[src/hw/rtl/i2c_master_byte_engine_assert.svh]
// ----------------------------------------------------------------------------
// i2c master byte engine assertion macros
// concurrent assertion helpers, compiled out when ASSERT_OFF is set
// ----------------------------------------------------------------------------
`ifndef I2C_MASTER_BYTE_ENGINE_ASSERT_SVH
`define I2C_MASTER_BYTE_ENGINE_ASSERT_SVH

`ifndef ASSERT_OFF

// same-cycle implication, disabled in reset
`define MBE_ASSERT_IMPLIES(lbl, clk, rst_n, ante, cons) \
    lbl: assert property (@(posedge clk) disable iff (!rst_n) (ante) |-> (cons)) \
        else $error("i2c master byte engine assertion failed");

// next-cycle implication, disabled in reset
`define MBE_ASSERT_NEXT(lbl, clk, rst_n, ante, cons) \
    lbl: assert property (@(posedge clk) disable iff (!rst_n) (ante) |=> (cons)) \
        else $error("i2c master byte engine assertion failed");

`else

`define MBE_ASSERT_IMPLIES(lbl, clk, rst_n, ante, cons)
`define MBE_ASSERT_NEXT(lbl, clk, rst_n, ante, cons)

`endif

`endif

[src/hw/rtl/i2c_mbe_pkg.sv]
// ----------------------------------------------------------------------------
// i2c master byte engine package
// shared types, codes and reset values
// ----------------------------------------------------------------------------
`default_nettype none

package i2c_mbe_pkg;

    localparam logic [15:0] HALF_PERIOD_RST = 16'd100;
    localparam logic [4:0]  ACK_WAIT_RST    = 5'd20;
    localparam logic        ACK_CHECK_RST   = 1'b1;

    localparam int unsigned CFG_IDX_W  = 2;
    localparam int unsigned CFG_DATA_W = 16;

    localparam logic [CFG_IDX_W-1:0] CFG_HALF_PERIOD = 2'd0;
    localparam logic [CFG_IDX_W-1:0] CFG_ACK_WAIT    = 2'd1;
    localparam logic [CFG_IDX_W-1:0] CFG_ACK_CHECK   = 2'd2;

    typedef enum logic [1:0] {
        KIND_TICK  = 2'd0,
        KIND_START = 2'd1,
        KIND_WRITE = 2'd2,
        KIND_READ  = 2'd3
    } t_kind;

    typedef enum logic [1:0] {
        ST_OK      = 2'd0,
        ST_NACK    = 2'd1,
        ST_REFUSED = 2'd2
    } t_status;

    typedef enum logic [3:0] {
        PH_IDLE = 4'd0,
        PH_HELD = 4'd1,
        PH_S0   = 4'd2,
        PH_S1   = 4'd3,
        PH_S2   = 4'd4,
        PH_S3   = 4'd5,
        PH_BL   = 4'd6,
        PH_BH   = 4'd7,
        PH_AL   = 4'd8,
        PH_AH   = 4'd9,
        PH_P0   = 4'd10,
        PH_P1   = 4'd11
    } t_phase;

    typedef struct packed {
        logic [15:0] half_period_ticks;
        logic [4:0]  ack_wait_limit;
        logic        ack_check;
    } t_cfg;

    // classified request as it sits in the queue
    typedef struct packed {
        t_kind       kind;
        logic [6:0]  dev_addr;
        logic        read_dir;
        logic [7:0]  wr_byte;
        logic        last_byte;
        logic        sda_in;
    } t_item;

    // queue handshake toward the back end
    typedef struct packed {
        logic  valid;
        t_item item;
    } t_q_out;

endpackage

`default_nettype wire

[src/hw/rtl/i2c_mbe_req_if.sv]
// ----------------------------------------------------------------------------
// i2c master byte engine request channel
// valid/ready channel carrying one command or tick request
// ----------------------------------------------------------------------------
`default_nettype none

interface i2c_mbe_req_if;
    logic       valid;
    logic       ready;
    logic [1:0] req_type;
    logic [6:0] dev_addr;
    logic       read_dir;
    logic [7:0] wr_byte;
    logic       last_byte;
    logic       sda_in;

    modport source (
        output valid, req_type, dev_addr, read_dir, wr_byte, last_byte, sda_in,
        input  ready
    );
    modport sink (
        input  valid, req_type, dev_addr, read_dir, wr_byte, last_byte, sda_in,
        output ready
    );
endinterface

`default_nettype wire

[src/hw/rtl/i2c_mbe_res_if.sv]
// ----------------------------------------------------------------------------
// i2c master byte engine result channel
// valid/ready channel carrying one bus result per request
// ----------------------------------------------------------------------------
`default_nettype none

interface i2c_mbe_res_if;
    logic       valid;
    logic       ready;
    logic       scl;
    logic       sda_drive_low;
    logic       busy_res;
    logic       done_res;
    logic       ack_ok;
    logic [7:0] rd_byte;
    logic [1:0] status;

    modport source (
        output valid, scl, sda_drive_low, busy_res, done_res, ack_ok, rd_byte, status,
        input  ready
    );
    modport sink (
        input  valid, scl, sda_drive_low, busy_res, done_res, ack_ok, rd_byte, status,
        output ready
    );
endinterface

`default_nettype wire

[src/hw/rtl/i2c_mbe_front.sv]
// ----------------------------------------------------------------------------
// i2c master byte engine front end
// accepts requests, decodes the request kind, two-entry queue to the back end
// ----------------------------------------------------------------------------
`default_nettype none

module i2c_mbe_front (
    input  wire                  i_clk,
    input  wire                  i_rst_n,
    i2c_mbe_req_if.sink          i_req,
    output i2c_mbe_pkg::t_q_out  o_q,
    input  wire                  i_q_pop
);

    i2c_mbe_pkg::t_item r_mem [2];
    logic               r_wr_ptr;
    logic               r_rd_ptr;
    logic [1:0]         r_count;

    i2c_mbe_pkg::t_item w_item;
    logic               w_push;
    logic               w_pop;

    always_comb begin
        w_item.kind      = i2c_mbe_pkg::t_kind'(i_req.req_type);
        w_item.dev_addr  = i_req.dev_addr;
        w_item.read_dir  = i_req.read_dir;
        w_item.wr_byte   = i_req.wr_byte;
        w_item.last_byte = i_req.last_byte;
        w_item.sda_in    = i_req.sda_in;
    end

    assign i_req.ready = (r_count != 2'd2);
    assign w_push      = i_req.valid && i_req.ready;
    assign w_pop       = i_q_pop && (r_count != 2'd0);

    assign o_q.valid = (r_count != 2'd0);
    assign o_q.item  = r_mem[r_rd_ptr];

    always_ff @(posedge i_clk) begin
        if (w_push) begin
            r_mem[r_wr_ptr] <= w_item;
        end
    end

    always_ff @(posedge i_clk) begin
        if (!i_rst_n) begin
            r_wr_ptr <= 1'b0;
            r_rd_ptr <= 1'b0;
            r_count  <= 2'd0;
        end else begin
            if (w_push) begin
                r_wr_ptr <= ~r_wr_ptr;
            end
            if (w_pop) begin
                r_rd_ptr <= ~r_rd_ptr;
            end
            case ({w_push, w_pop})
                2'b10:   r_count <= r_count + 2'd1;
                2'b01:   r_count <= r_count - 2'd1;
                default: r_count <= r_count;
            endcase
        end
    end

endmodule

`default_nettype wire

[src/hw/rtl/i2c_mbe_back.sv]
// ----------------------------------------------------------------------------
// i2c master byte engine back end
// bus phase sequencer, one queued request per cycle while results are taken, registered result
// ----------------------------------------------------------------------------
`default_nettype none

module i2c_mbe_back (
    input  wire                       i_clk,
    input  wire                       i_rst_n,
    input  wire i2c_mbe_pkg::t_cfg    i_cfg,
    input  wire i2c_mbe_pkg::t_q_out  i_q,
    output logic                      o_q_pop,
    i2c_mbe_res_if.source             o_res
);

    i2c_mbe_pkg::t_phase r_phase, n_phase;
    logic [3:0]          r_bit, n_bit;
    logic [7:0]          r_shift, n_shift;
    logic [15:0]         r_tick, n_tick;
    logic [4:0]          r_wait, n_wait;
    logic                r_stop, n_stop;
    logic [7:0]          r_rdres, n_rdres;
    logic                r_reading, n_reading;
    logic                r_ackf, n_ackf;
    logic                r_nackf, n_nackf;

    logic                r_out_valid;
    logic                r_scl, n_scl;
    logic                r_drv, n_drv;
    logic                r_busy, n_busy;
    logic                r_done, n_done;
    logic                r_ack, n_ack;
    i2c_mbe_pkg::t_status r_status, n_status;

    logic                w_busy;
    logic [15:0]         w_hp;
    logic [4:0]          w_lim;
    logic                w_end_byte;
    logic                w_end_acked;

    assign o_q_pop = i_q.valid && (!r_out_valid || o_res.ready);

    assign w_busy = !(r_phase inside {i2c_mbe_pkg::PH_IDLE, i2c_mbe_pkg::PH_HELD});
    assign w_hp   = (i_cfg.half_period_ticks == 16'd0) ? 16'd1 : i_cfg.half_period_ticks;
    assign w_lim  = (i_cfg.ack_wait_limit == 5'd0) ? 5'd1 : i_cfg.ack_wait_limit;

    // state update for one request
    always_comb begin
        n_phase     = r_phase;
        n_bit       = r_bit;
        n_shift     = r_shift;
        n_tick      = r_tick;
        n_wait      = r_wait;
        n_stop      = r_stop;
        n_rdres     = r_rdres;
        n_reading   = r_reading;
        n_ackf      = r_ackf;
        n_nackf     = r_nackf;
        n_done      = 1'b0;
        n_ack       = 1'b0;
        n_status    = i2c_mbe_pkg::ST_OK;
        w_end_byte  = 1'b0;
        w_end_acked = 1'b0;

        if (i_q.item.kind != i2c_mbe_pkg::KIND_TICK) begin
            if (w_busy || (i_q.item.kind != i2c_mbe_pkg::KIND_START &&
                           r_phase == i2c_mbe_pkg::PH_IDLE)) begin
                n_status = i2c_mbe_pkg::ST_REFUSED;
            end else begin
                n_stop  = i_q.item.last_byte;
                n_nackf = 1'b0;
                n_ackf  = 1'b0;
                n_tick  = 16'd0;
                n_bit   = 4'd0;
                n_wait  = 5'd0;
                if (i_q.item.kind == i2c_mbe_pkg::KIND_START) begin
                    n_shift   = {i_q.item.dev_addr, i_q.item.read_dir};
                    n_reading = 1'b0;
                    n_phase   = i2c_mbe_pkg::PH_S0;
                end else begin
                    n_reading = (i_q.item.kind == i2c_mbe_pkg::KIND_READ);
                    n_shift   = n_reading ? 8'd0 : i_q.item.wr_byte;
                    n_phase   = i2c_mbe_pkg::PH_BL;
                end
            end
        end else if (w_busy) begin
            n_tick = r_tick + 16'd1;
            if (n_tick >= w_hp) begin
                n_tick = 16'd0;
                case (r_phase)
                    i2c_mbe_pkg::PH_S0: n_phase = i2c_mbe_pkg::PH_S1;
                    i2c_mbe_pkg::PH_S1: n_phase = i2c_mbe_pkg::PH_S2;
                    i2c_mbe_pkg::PH_S2: n_phase = i2c_mbe_pkg::PH_S3;
                    i2c_mbe_pkg::PH_S3: begin
                        n_phase = i2c_mbe_pkg::PH_BL;
                        n_bit   = 4'd0;
                    end
                    i2c_mbe_pkg::PH_BL: n_phase = i2c_mbe_pkg::PH_BH;
                    i2c_mbe_pkg::PH_BH: begin
                        // msb-first shift, sda sampled only when reading
                        n_shift = {r_shift[6:0], r_reading & i_q.item.sda_in};
                        n_bit   = r_bit + 4'd1;
                        if (n_bit >= 4'd8) begin
                            if (r_reading) begin
                                n_rdres = n_shift;
                            end
                            n_wait  = 5'd0;
                            n_phase = i2c_mbe_pkg::PH_AL;
                        end else begin
                            n_phase = i2c_mbe_pkg::PH_BL;
                        end
                    end
                    i2c_mbe_pkg::PH_AL: n_phase = i2c_mbe_pkg::PH_AH;
                    i2c_mbe_pkg::PH_AH: begin
                        if (r_reading) begin
                            w_end_byte  = 1'b1;
                            w_end_acked = !r_stop;
                        end else if (!i_cfg.ack_check || !i_q.item.sda_in) begin
                            w_end_byte  = 1'b1;
                            w_end_acked = 1'b1;
                        end else begin
                            n_wait = r_wait + 5'd1;
                            if (n_wait >= w_lim) begin
                                n_ackf  = 1'b0;
                                n_nackf = 1'b1;
                                n_phase = i2c_mbe_pkg::PH_P0;
                            end
                        end
                    end
                    i2c_mbe_pkg::PH_P0: n_phase = i2c_mbe_pkg::PH_P1;
                    i2c_mbe_pkg::PH_P1: begin
                        n_phase  = i2c_mbe_pkg::PH_IDLE;
                        n_done   = 1'b1;
                        n_ack    = r_ackf;
                        n_status = r_nackf ? i2c_mbe_pkg::ST_NACK : i2c_mbe_pkg::ST_OK;
                    end
                    default: n_phase = r_phase;
                endcase

                // byte finished: stop if marked last, else hold the bus
                if (w_end_byte) begin
                    n_ackf = w_end_acked;
                    if (r_stop) begin
                        n_phase = i2c_mbe_pkg::PH_P0;
                    end else begin
                        n_phase  = i2c_mbe_pkg::PH_HELD;
                        n_done   = 1'b1;
                        n_ack    = w_end_acked;
                        n_status = i2c_mbe_pkg::ST_OK;
                    end
                end
            end
        end
    end

    // line levels from the new phase
    always_comb begin
        n_busy = !(n_phase inside {i2c_mbe_pkg::PH_IDLE, i2c_mbe_pkg::PH_HELD});
        case (n_phase)
            i2c_mbe_pkg::PH_IDLE: begin n_scl = 1'b1; n_drv = 1'b0; end
            i2c_mbe_pkg::PH_HELD: begin n_scl = 1'b0; n_drv = 1'b0; end
            i2c_mbe_pkg::PH_S0:   begin n_scl = 1'b0; n_drv = 1'b0; end
            i2c_mbe_pkg::PH_S1:   begin n_scl = 1'b1; n_drv = 1'b0; end
            i2c_mbe_pkg::PH_S2:   begin n_scl = 1'b1; n_drv = 1'b1; end
            i2c_mbe_pkg::PH_S3:   begin n_scl = 1'b0; n_drv = 1'b1; end
            i2c_mbe_pkg::PH_BL,
            i2c_mbe_pkg::PH_BH: begin
                n_scl = (n_phase == i2c_mbe_pkg::PH_BH);
                n_drv = !n_reading && !n_shift[7];
            end
            i2c_mbe_pkg::PH_AL,
            i2c_mbe_pkg::PH_AH: begin
                n_scl = (n_phase == i2c_mbe_pkg::PH_AH);
                n_drv = n_reading ? !n_stop : !i_cfg.ack_check;
            end
            i2c_mbe_pkg::PH_P0:   begin n_scl = 1'b0; n_drv = 1'b1; end
            i2c_mbe_pkg::PH_P1:   begin n_scl = 1'b1; n_drv = 1'b1; end
            default:              begin n_scl = 1'b1; n_drv = 1'b0; end
        endcase
    end

    always_ff @(posedge i_clk) begin
        if (!i_rst_n) begin
            r_phase     <= i2c_mbe_pkg::PH_IDLE;
            r_bit       <= 4'd0;
            r_shift     <= 8'd0;
            r_tick      <= 16'd0;
            r_wait      <= 5'd0;
            r_stop      <= 1'b0;
            r_rdres     <= 8'd0;
            r_reading   <= 1'b0;
            r_ackf      <= 1'b0;
            r_nackf     <= 1'b0;
            r_out_valid <= 1'b0;
        end else begin
            if (o_q_pop) begin
                r_phase   <= n_phase;
                r_bit     <= n_bit;
                r_shift   <= n_shift;
                r_tick    <= n_tick;
                r_wait    <= n_wait;
                r_stop    <= n_stop;
                r_rdres   <= n_rdres;
                r_reading <= n_reading;
                r_ackf    <= n_ackf;
                r_nackf   <= n_nackf;
            end
            if (o_q_pop) begin
                r_out_valid <= 1'b1;
            end else if (o_res.ready) begin
                r_out_valid <= 1'b0;
            end
        end
    end

    always_ff @(posedge i_clk) begin
        if (o_q_pop) begin
            r_scl    <= n_scl;
            r_drv    <= n_drv;
            r_busy   <= n_busy;
            r_done   <= n_done;
            r_ack    <= n_ack;
            r_status <= n_status;
        end
    end

    assign o_res.valid         = r_out_valid;
    assign o_res.scl           = r_scl;
    assign o_res.sda_drive_low = r_drv;
    assign o_res.busy_res      = r_busy;
    assign o_res.done_res      = r_done;
    assign o_res.ack_ok        = r_ack;
    assign o_res.rd_byte       = r_rdres;
    assign o_res.status        = r_status;

endmodule

`default_nettype wire

[src/hw/rtl/i2c_master_byte_engine.sv]
// ----------------------------------------------------------------------------
// i2c master byte engine
// i2c master sequencing start, address, byte write/read, ack slot and stop,
// timed by tick requests that also carry the sampled sda level
// ----------------------------------------------------------------------------
//
//  channel   dir   handshake          payload
//  i_req     in    valid/ready        req_type, dev_addr, read_dir, wr_byte,
//                                     last_byte, sda_in
//  o_res     out   valid/ready        scl, sda_drive_low, busy_res, done_res,
//                                     ack_ok, rd_byte, status
//  i_cfg_*   in    write enable only  i_cfg_idx, i_cfg_wdata
//
//  one request per cycle sustained while results are taken: each request is
//  one step of the phase sequencer in the back end, its result registered as
//  it leaves the queue, so it passes a queue entry and then the result register
//  a two-entry queue sits between front and back; a stalled result stops
//  the back end only, the front keeps taking requests until the queue fills
//  synchronous active-low reset returns to idle with state and config registers at defaults
//
`default_nettype none

module i2c_master_byte_engine (
    input  wire                                    i_clk,
    input  wire                                    i_rst_n,
    i2c_mbe_req_if.sink                            i_req,
    i2c_mbe_res_if.source                          o_res,
    input  wire                                    i_cfg_we,
    input  wire [i2c_mbe_pkg::CFG_IDX_W-1:0]       i_cfg_idx,
    input  wire [i2c_mbe_pkg::CFG_DATA_W-1:0]      i_cfg_wdata
);

    `include "i2c_master_byte_engine_assert.svh"

    // configuration registers, read live by the back end
    i2c_mbe_pkg::t_cfg   r_cfg;
    i2c_mbe_pkg::t_q_out w_q;
    logic                w_q_pop;

    always_ff @(posedge i_clk) begin
        if (!i_rst_n) begin
            r_cfg.half_period_ticks <= i2c_mbe_pkg::HALF_PERIOD_RST;
            r_cfg.ack_wait_limit    <= i2c_mbe_pkg::ACK_WAIT_RST;
            r_cfg.ack_check         <= i2c_mbe_pkg::ACK_CHECK_RST;
        end else if (i_cfg_we) begin
            case (i_cfg_idx)
                i2c_mbe_pkg::CFG_HALF_PERIOD: r_cfg.half_period_ticks <= i_cfg_wdata;
                i2c_mbe_pkg::CFG_ACK_WAIT:    r_cfg.ack_wait_limit    <= i_cfg_wdata[4:0];
                i2c_mbe_pkg::CFG_ACK_CHECK:   r_cfg.ack_check         <= i_cfg_wdata[0];
                default:                      r_cfg <= r_cfg; // unmapped index ignored
            endcase
        end
    end

    // front: accept and classify requests into the queue
    i2c_mbe_front u_front (
        .i_clk   (i_clk),
        .i_rst_n (i_rst_n),
        .i_req   (i_req),
        .o_q     (w_q),
        .i_q_pop (w_q_pop)
    );

    // back: phase sequencer and result register
    i2c_mbe_back u_back (
        .i_clk   (i_clk),
        .i_rst_n (i_rst_n),
        .i_cfg   (r_cfg),
        .i_q     (w_q),
        .o_q_pop (w_q_pop),
        .o_res   (o_res)
    );

    // a pop only happens with something queued
    `MBE_ASSERT_IMPLIES(a_pop_needs_entry, i_clk, i_rst_n, w_q_pop, w_q.valid)

    // a finished command never reports a refusal
    `MBE_ASSERT_IMPLIES(a_done_not_refused, i_clk, i_rst_n, o_res.valid && o_res.done_res,
        o_res.status != i2c_mbe_pkg::ST_REFUSED)

    // no-ack status comes only with a done pulse and no ack
    `MBE_ASSERT_IMPLIES(a_nack_is_done, i_clk, i_rst_n,
        o_res.valid && o_res.status == i2c_mbe_pkg::ST_NACK,
        o_res.done_res && !o_res.ack_ok && !o_res.busy_res)

    // a popped request always leaves a result in the output register
    `MBE_ASSERT_NEXT(a_pop_gives_result, i_clk, i_rst_n, w_q_pop, o_res.valid)

endmodule

`default_nettype wire
[src/flat_wrapper.sv]
// flat-port wrapper written by rule: the top's interface ports become plain ports
module i2c_master_byte_engine_flat 
  (i_clk, i_rst_n, i_cfg_we, i_cfg_idx, i_cfg_wdata, i_req_valid, i_req_req_type, i_req_dev_addr, i_req_read_dir, i_req_wr_byte, i_req_last_byte, i_req_sda_in, i_req_ready, o_res_valid, o_res_scl, o_res_sda_drive_low, o_res_busy_res, o_res_done_res, o_res_ack_ok, o_res_rd_byte, o_res_status, o_res_ready);
  i2c_mbe_req_if i_req_i ();
  i2c_mbe_res_if o_res_i ();
  input  wire i_clk;
  input  wire i_rst_n;
  input  wire i_cfg_we;
  input  wire [i2c_mbe_pkg::CFG_IDX_W-1:0] i_cfg_idx;
  input  wire [i2c_mbe_pkg::CFG_DATA_W-1:0] i_cfg_wdata;
  input wire logic [$bits(i_req_i.valid)-1:0] i_req_valid;
  input wire logic [$bits(i_req_i.req_type)-1:0] i_req_req_type;
  input wire logic [$bits(i_req_i.dev_addr)-1:0] i_req_dev_addr;
  input wire logic [$bits(i_req_i.read_dir)-1:0] i_req_read_dir;
  input wire logic [$bits(i_req_i.wr_byte)-1:0] i_req_wr_byte;
  input wire logic [$bits(i_req_i.last_byte)-1:0] i_req_last_byte;
  input wire logic [$bits(i_req_i.sda_in)-1:0] i_req_sda_in;
  output wire logic [$bits(i_req_i.ready)-1:0] i_req_ready;
  output wire logic [$bits(o_res_i.valid)-1:0] o_res_valid;
  output wire logic [$bits(o_res_i.scl)-1:0] o_res_scl;
  output wire logic [$bits(o_res_i.sda_drive_low)-1:0] o_res_sda_drive_low;
  output wire logic [$bits(o_res_i.busy_res)-1:0] o_res_busy_res;
  output wire logic [$bits(o_res_i.done_res)-1:0] o_res_done_res;
  output wire logic [$bits(o_res_i.ack_ok)-1:0] o_res_ack_ok;
  output wire logic [$bits(o_res_i.rd_byte)-1:0] o_res_rd_byte;
  output wire logic [$bits(o_res_i.status)-1:0] o_res_status;
  input wire logic [$bits(o_res_i.ready)-1:0] o_res_ready;
  assign i_req_i.valid = i_req_valid;
  assign i_req_i.req_type = i_req_req_type;
  assign i_req_i.dev_addr = i_req_dev_addr;
  assign i_req_i.read_dir = i_req_read_dir;
  assign i_req_i.wr_byte = i_req_wr_byte;
  assign i_req_i.last_byte = i_req_last_byte;
  assign i_req_i.sda_in = i_req_sda_in;
  assign i_req_ready = i_req_i.ready;
  assign o_res_valid = o_res_i.valid;
  assign o_res_scl = o_res_i.scl;
  assign o_res_sda_drive_low = o_res_i.sda_drive_low;
  assign o_res_busy_res = o_res_i.busy_res;
  assign o_res_done_res = o_res_i.done_res;
  assign o_res_ack_ok = o_res_i.ack_ok;
  assign o_res_rd_byte = o_res_i.rd_byte;
  assign o_res_status = o_res_i.status;
  assign o_res_i.ready = o_res_ready;
  i2c_master_byte_engine u_core (.i_clk(i_clk), .i_rst_n(i_rst_n), .i_req(i_req_i), .o_res(o_res_i), .i_cfg_we(i_cfg_we), .i_cfg_idx(i_cfg_idx), .i_cfg_wdata(i_cfg_wdata));
endmodule
[config.mk]
export PLATFORM = sky130hd
export DESIGN_NAME = i2c_master_byte_engine_flat
export DESIGN_NICKNAME = d
export VERILOG_FILES = /design/src/hw/rtl/i2c_mbe_pkg.sv /design/src/hw/rtl/i2c_mbe_req_if.sv /design/src/hw/rtl/i2c_mbe_res_if.sv /design/src/hw/rtl/i2c_mbe_front.sv /design/src/hw/rtl/i2c_mbe_back.sv /design/src/hw/rtl/i2c_master_byte_engine.sv /design/src/flat_wrapper.sv
export VERILOG_INCLUDE_DIRS = /design/src /design/src/hw/rtl
export SDC_FILE = /design/constraint.sdc
export NUM_CORES = 1
export LEC_CHECK = 0
export ABC_CLOCK_PERIOD_IN_PS = 8900
export BUFFER_PORTS_ARGS = -buffer_cell sky130_fd_sc_hd__buf_2
export CAP_MARGIN = 10
export CORE_ASPECT_RATIO = 0.7
export CORE_MARGIN = 2
export CORE_UTILIZATION = 38
export DETAILED_ROUTE_END_ITERATION = 8
export GPL_ROUTABILITY_DRIVEN = 0
export GPL_TIMING_DRIVEN = 0
export PLACE_DENSITY = 0.63
export SYNTH_ARGS = -nofsm -noshare
export SYNTH_HDL_FRONTEND = slang
export SYNTH_SLANG_ARGS = --single-unit
[constraint.sdc]
create_clock -name i_clk -period 8.9 [get_ports i_clk]
set_input_delay 0.445 -clock i_clk [delete_from_list [all_inputs] [get_ports i_clk]]
set_output_delay 0.445 -clock i_clk [all_outputs]
set_load 0.05 [all_outputs]
### Word-level counts from Yosys, hierarchy flattened

Memory sizes are Yosys's and may differ from the RTL's. A register that Yosys moved wholly into a read port is not among the register bits.
Cells that the tools add are included.

| word-level totals | value |
|---|---|
| output and inout port bits | 17 |
| input bits | 43 |
| memories | 1 |
| RAM bits | 40 |
| word-level logic and storage cells | 219 |
| bits in registers | 83 |

| operators by class | value |
|---|---|
| bitwise gates (word level) | 6 |
| $lt $le $gt $ge | 3 |
| reductions and logical operators | 51 |
| multiplexer cells | 91 |
| add/subtract/negate cells | 5 |
| eq/ne operators | 38 |

Memories:

| memory | words | bits a word | read ports | clocked after Yosys merged registers in | wr ports | line | text |
|---|---|---|---|---|---|---|---|
| u_core.u_front.r_mem | 2 | 20 | 1 | 1 | 1 | i2c_mbe_front.sv:15 | `i2c_mbe_pkg::t_item r_mem [2];` |

Operators with widths:

| kind | count |
|---|---|
| two-way mux 16 bit | 5 |
| two-way mux 4 bit | 14 |
| two-way mux 8 bit | 7 |
| two-way mux 1 bit | 44 |
| two-way mux 5 bit | 8 |
| case mux 4 bit (10 select lines) | 1 |
| == test 4 x 3 -> 1 bit (second input constant) | 8 |
| == test 4 bit (second input constant) | 8 |
| AND reduction 8 bit | 3 |
| nonzero test 2 bit | 10 |
| adder 16 x 1 -> 16 bit (second input constant) | 1 |
| >= comparator 16 bit | 1 |
| zero test 16 bit | 1 |
| == test 4 x 2 -> 1 bit (second input constant) | 3 |
| two-way mux 2 bit | 6 |
| nonzero test 3 bit | 4 |
| case mux 5 bit (2 select lines) | 1 |
| AND reduction 5 bit | 2 |
| zero test 1 bit | 9 |
| != test 3 bit (second input constant) | 3 |
| == test 4 x 1 -> 1 bit (second input constant) | 2 |
| zero test 4 bit | 2 |
| case mux 4 bit (2 select lines) | 1 |
| OR reduction 4 bit | 2 |
| other kinds (26) | 48 |

### Depth between registers and ports, before layout

| logic depth | value |
|---|---|
| depth in word-level cells | 15 |
| depth in mapped cells | 17 |

### Cells and area by module

From an unflattened synthesis, not the netlist that was laid out.

| unflattened totals | value |
|---|---|
| cells, all modules | 632 |
| area total of the unflattened synthesis | 6263.5 um2 |

Modules (own cells, without submodules):

| module | area an instance (um2) | cells an instance | times used |
|---|---|---|---|
| i2c_mbe_back | 3686.0 | 454 | 1 |
| i2c_mbe_front | 1671.6 | 86 | 1 |
| i2c_master_byte_engine | 905.9 | 92 | 1 |

### Least setup slack after synthesis

No wires, ideal clock.

| timing path | value |
|---|---|
| path kind | flip-flop to flip-flop |
| start | register u_core.u_back.r_tick[0] |
| end | register u_core.u_back.r_scl, in the netlist u_core.u_back.o_res.scl, data pin |
| required time | 8752 ps |
| arrival | 3736 ps |
| cell stages (with the launch flop) | 18 |
| setup time | 148 ps |
| slack | 5016 ps |
| path buffers | 1 |
| path through | dfxtp_1 -> ha_1 -> and3_1 -> and3_1 -> and3_1 -> and3_1 -> and3_1 -> nand3_1 -> xnor2_1 -> ha_1 -> nand2_1 -> o21ai_0 -> and2_1 -> clkbuf_1 -> nor2_2 -> mux2i_1 -> mux2_2 -> mux2i_1 |

| on the way | value |
|---|---|
| cells in the longest elaborated chain, start to end | 8 |
| elaborated cells on any way between the ends | 17 |

RTL lines:

| item | line | text |
|---|---|---|
| start: declaration | i2c_mbe_back.sv:19 | `logic [15:0] r_tick, n_tick;` |
| start signal: assignment | i2c_mbe_back.sv:200 | `r_tick <= n_tick;` |
| adder 16 x 1 -> 16 bit * | i2c_mbe_back.sv:87 | `n_tick = r_tick + 16'd1;` |
| >= comparator 16 bit * | i2c_mbe_back.sv:88 | `if (n_tick >= w_hp) begin` |
| two-way mux 4 bit * | i2c_mbe_back.sv:88 |  |
| two-way mux 4 bit * | i2c_mbe_back.sv:86 | `end else if (w_busy) begin` |
| two-way mux 4 bit * | i2c_mbe_back.sv:65 | `if (i_q.item.kind != i2c_mbe_pkg::KIND_TICK) begin` |
| == test 4 x 1 -> 1 bit (tied with other cells) | i2c_mbe_back.sv:159 | `case (n_phase)` |
| OR reduction 4 bit (no line) / OR reduction 2 bit (equally long branches) | - |  |
| case mux 1 bit (3 select lines) * | i2c_mbe_back.sv:159 |  |
| via u_core.u_back.n_scl | i2c_mbe_back.sv:28 | `logic r_scl, n_scl;` |
| end signal: assignment | i2c_mbe_back.sv:218 | `r_scl <= n_scl;` |
| end: declaration | i2c_mbe_back.sv:28 |  |

Mark *: on every way through the listed nets, which the timed path passes. The rest lies on a longest branch.
A chain may end at the register's enable or synchronous reset.

### Worst setup path in the final report

| timing path | value |
|---|---|
| start | register u_core.u_back.r_tick[0] |
| end | register u_core.u_back.r_drv, in the netlist u_core.u_back.o_res.sda_drive_low, data pin |

| on the way | value |
|---|---|
| cells in the longest elaborated chain, start to end | 8 |
| elaborated cells on any way between the ends | 22 |

RTL lines:

| item | line | text |
|---|---|---|
| adder 16 x 1 -> 16 bit * | i2c_mbe_back.sv:87 |  |
| >= comparator 16 bit * | i2c_mbe_back.sv:88 |  |
| two-way mux 4 bit / two-way mux 8 bit (equally long branches) | i2c_mbe_back.sv:88 |  |
| two-way mux 4 bit / two-way mux 8 bit (equally long branches) | i2c_mbe_back.sv:86 |  |
| two-way mux 4 bit / two-way mux 8 bit (equally long branches) | i2c_mbe_back.sv:65 |  |
| == test 4 bit (tied with other cells) | i2c_mbe_back.sv:159 |  |
| OR reduction 4 bit (no line) (tied with other cells) | - |  |
| case mux 1 bit (3 select lines) * | i2c_mbe_back.sv:159 |  |
| via u_core.u_back.n_drv | i2c_mbe_back.sv:29 | `logic r_drv, n_drv;` |
| end signal: assignment | i2c_mbe_back.sv:219 | `r_drv <= n_drv;` |
| end: declaration | i2c_mbe_back.sv:29 |  |

Mark *: on every way through the listed nets, which the timed path passes. The rest lies on a longest branch. The select of a mux whose other input is x is not followed.

==> results list <==
* First-pass GRT wire length: 23500 um
- VDD sags by at most 193 uV.
- For this run, the total global-route usage over all layers was measured as 17.8%.
- Total iterations of the first detailed-routing run: 7
- The detail route stage leaves a number of antenna-violating nets equal to 0.
- The cell count after synthesis came out at 621.
* Clk pin slew, worst setup/hold paths: 0.06 ns
* Core area: 15600 sq um
- Pwr/cell area: 265 nW/um^2
- During synthesis, Yosys emitted a total of 0 warnings.
* Pre-CTS setup slack: 4.37 ns
* Count of buffering cells on the critical path with inverters included: 1
- Clock sink total: 124
- For flop-to-flop paths, the worst setup slack is 4.30 ns.
- TritonCTS built the clock tree.
- Share of flip-flops with an asynchronous set or reset after synthesis: 0%
- The worst setup path is captured at a flop.
* Layout Cell Area excl Fill: 7300 sq um
- Largest net degree at the start of global routing: 21
- RSZ-0062 raised after global routing: false
* Largest cells by area after synthesis: dfxtp_1 25%, edfxtp_1 23%, mux2i_1 5.5%
- DRT Wirelength: 14400 um
* Distinct cell type count after synthesis: 69
- Clock insertion delay at the later pin of the skew report: 0.42 ns
- Clock skew on the completed layout was measured at 0.00594 ns.
* Max H-tree Level: 4
- After legalization and detailed placement, the total HPWL measured 10800 um.
- Crit path time final: 4.60 ns
- Post-synthesis instance area: 6140 sq um
- Post-synthesis net count: 689
- In the post-synthesis netlist, the cell with the most instances is dfxtp_1.
- Clock power frac: 35.9%
* Delay contributed by the slowest stage of the critical path: 0.49 ns
- In the synthesized netlist the dominant register cell turns out to be dfxtp_1.
* Mean area per synthesized cell: 9.89 sq um
* Startpoint types: flop
* Final #Nets: 768
- Of all nets on the critical path, the largest fanout is 8.
- After the first detailed-routing iteration, the DRC count stood at 354.
- Hold repair after CTS inserted 0 buffers.
- Share of the clock period used by the worst path after layout: 51.7%
- Buffers added to address setup during post-CTS repair amount to 0.
- LEAKAGE: 0.00300 uW
* Fraction of power spent switching nets: 33.2%
- Pint: 1290 uW
* Switch Pwr: 642 uW
- Top-level I/O count: 60
* Max-slew violations: 0
- In this design, the critical path's most frequently occurring cell is and3_1.
* Sum of negative setup slack: 0 ns
- The tree is rooted in a clkbuf_16.
- Data arrives at the worst endpoint at 4.73 ns.
- The cell family contributing the most delay on the critical path is simple AND/OR/NAND/NOR gates.
- No sink is reached through more buffers than the 2 on the longest clock path.
- In this run the core area contains 38 standard-cell rows.
- GRT Residual Overflow: 0
- Timing would allow up to 218 MHz.
- Max-cap violation count: 0
- Counting the fill cells in the layout gives 1435.
- Worst-path cell with the longest stage delay: o21ai_0
* Height of the die: 110 um
- Layout cells sized above 1: 17.1%
- From synthesis to final layout, the design area changed by 18.9%.
- After detailed routing, the number of vias per cell comes to 5.34.
- At the pin with the least slew margin, the transition time is 1.11 ns.
- Once routing completed, OpenROAD measured the worst setup slack at 4.30 ns.
- Summing all placed instances gives a cell area of 6710 sq um.
- The critical path in this run is classified as flop to flop.
- Required time of the worst setup path: 9.04 ns
- Top cell type's share of synthesized area: 25.1%
* Classification of the worst-slack hold path: input port to flop
- The initial antenna violation count was 0.
- WL/cell: 15.7 um
* DR vias: 4872
- Clock buffer count from CTS: 17
- Proportion of power drawn by combinational gates: 26.9%
- The synthesized design contains 47 enable-type register cells.
- Of the total power, registers draw 37.2%.
- Summed over all instances, the cell type with the most area after synthesis is dfxtp_1.
- During placement, the flow inserted port buffers numbering 59.
* Total die area: 17200 sq um
* Commonest cells post-synth: 77 x dfxtp_1, 72 x nor2_1, 68 x nand2_1, 47 x edfxtp_1, 34 x mux2i_1
* Number of setup violations in the final report: 0
- Number of diodes added for antenna fixing: 0
- For this run, design rule violations remaining after detail routing come to 0.
- The hold violation total from the final report was 0.
* Via count of the first global-routing pass: 4682
- Normalized max-slew margin: 25.7%
* Horiz. Die Dim: 156 um
- Outcome: complete, no violations
- Effective utilization at floorplan: 39.3%
- Once the clock tree was built, the resizer swapped 0 gates to a different size.
* Sequential share of the synthesized area: 48.1%
- Cells fill 46.7% of the core in the end.
- On the final layout, the worst hold slack is 0.213 ns.
- The critical path goes through ha_1 -> and3_1 -> and3_1 -> and3_1 -> and3_1 -> and3_1 -> nand3_1 -> xnor2_1 -> ha_1 -> nand2_1 -> o21ai_0 -> and2_1 -> clkbuf_1 -> nor2_2 -> o21bai_2 -> a21boi_0 -> o31ai_1.
* Number of flip-flops and latches in the synthesized netlist: 124
[cell usage in the layout (no fill, tap or decap), types with 8 or more instances in the layout]
cell and n:
a211oi_1 8, a21oi_1 31, a22oi_1 8, and3_1 12
buf_2 64, clkbuf_1 16, clkbuf_16 17, dfxtp_1 77
edfxtp_1 47, ha_1 25, inv_1 27, mux2i_1 34
nand2_1 68, nand2b_1 10, nand3_1 17, nor2_1 71
nor3_1 10, o21ai_0 13, o22ai_1 9, xnor2_1 11
xor2_1 26
[state kept, by name, indices dropped and copies added, names as in the netlist, 2 cells and up, named ones only]
| register | flops |
|---|---|
| u_core.u_back.r_shift | 8 |
| u_core.r_cfg | 22 |
| u_core.u_back.o_res.rd_byte | 8 |
| u_core.u_back.r_phase | 4 |
| u_core.u_back.o_res.status | 2 |
| u_core.u_front.r_count | 2 |
| u_core.u_back.r_tick | 16 |
| u_core.u_front.r_mem | 40 |
| u_core.u_back.r_wait | 5 |
| u_core.u_back.r_bit | 4 |
[stage by stage]
step           power, uW  std cells
6_report            1930        913
5_1_grt             2030        913
4_1_cts             1950        913
3_5_place_dp        1240        881
3_3_place_gp        1230        880
2_1_floorplan       1110        621
[per-layer routing]
layer | global-route usage, % | up-vias | share of wire (%)
met5 | 0 | - | 0
met4 | 6.55 | 0 | 1.5
met3 | 4.03 | 18 | 5.5
met2 | 27.7 | 123 | 43
met1 | 24.5 | 2343 | 50
li1 | - | 2388 | -
[cell families (layout without fill, tap and decap cells)]
family	count (synthesis)	in the layout	synth area share, %
muxes	37	37	6.13
adders and majority gates	25	25	5.09
DFF	124	124	48.1
xor gates and xnor gates	37	37	5.28
buffers and inverters	55	147	4.01
AOI/OAI and AO/OA	125	125	14.9
and+or+nand+nor	218	218	16.5
[power by group through the flow]
stage / Clock [uW] / Combinational [uW] / Sequential, uW
6_report: 695 / 520 / 719
5_1_grt: 734 / 571 / 727
4_1_cts: 710 / 517 / 718
3_5_place_dp: 0 / 513 / 730
3_3_place_gp: 0 / 498 / 728
2_1_floorplan: 0 / 325 / 780
[final timing paths]
| check | from | to | depth (start not counted) |
|---|---|---|---|
| worst max-delay path | u_core.u_back.r_tick[0]$_SDFFE_PN0P_ | u_core.u_back.o_res.sda_drive_low$_DFFE_PP_ | 17 |
| worst min register to register | u_core.r_cfg[14]$_SDFFE_PN0P_ | u_core.r_cfg[14]$_SDFFE_PN0P_ | 2 |
| worst max register to register | u_core.u_back.r_tick[0]$_SDFFE_PN0P_ | u_core.u_back.o_res.sda_drive_low$_DFFE_PP_ | 17 |
| worst min-delay path | i_req_dev_addr[4] | u_core.u_front.r_mem[1][15]$_DFFE_PP_ | 1 |
[area by class of cell]
cell class / count / area, sq um / share of cell area (%)
multi-input combinational: 442 / 2950 / 40.3
clock buffer: 19 / 433 / 5.93
inverter: 28 / 105 / 1.44
clock inverter: 13 / 166 / 2.28
tap: 200 / 250 / 3.43
timing repair buffer: 60 / 310 / 4.25
sequential: 124 / 2950 / 40.4
buffer: 27 / 141 / 1.94
No activity file was read; power rests on OpenSTA's default activity.
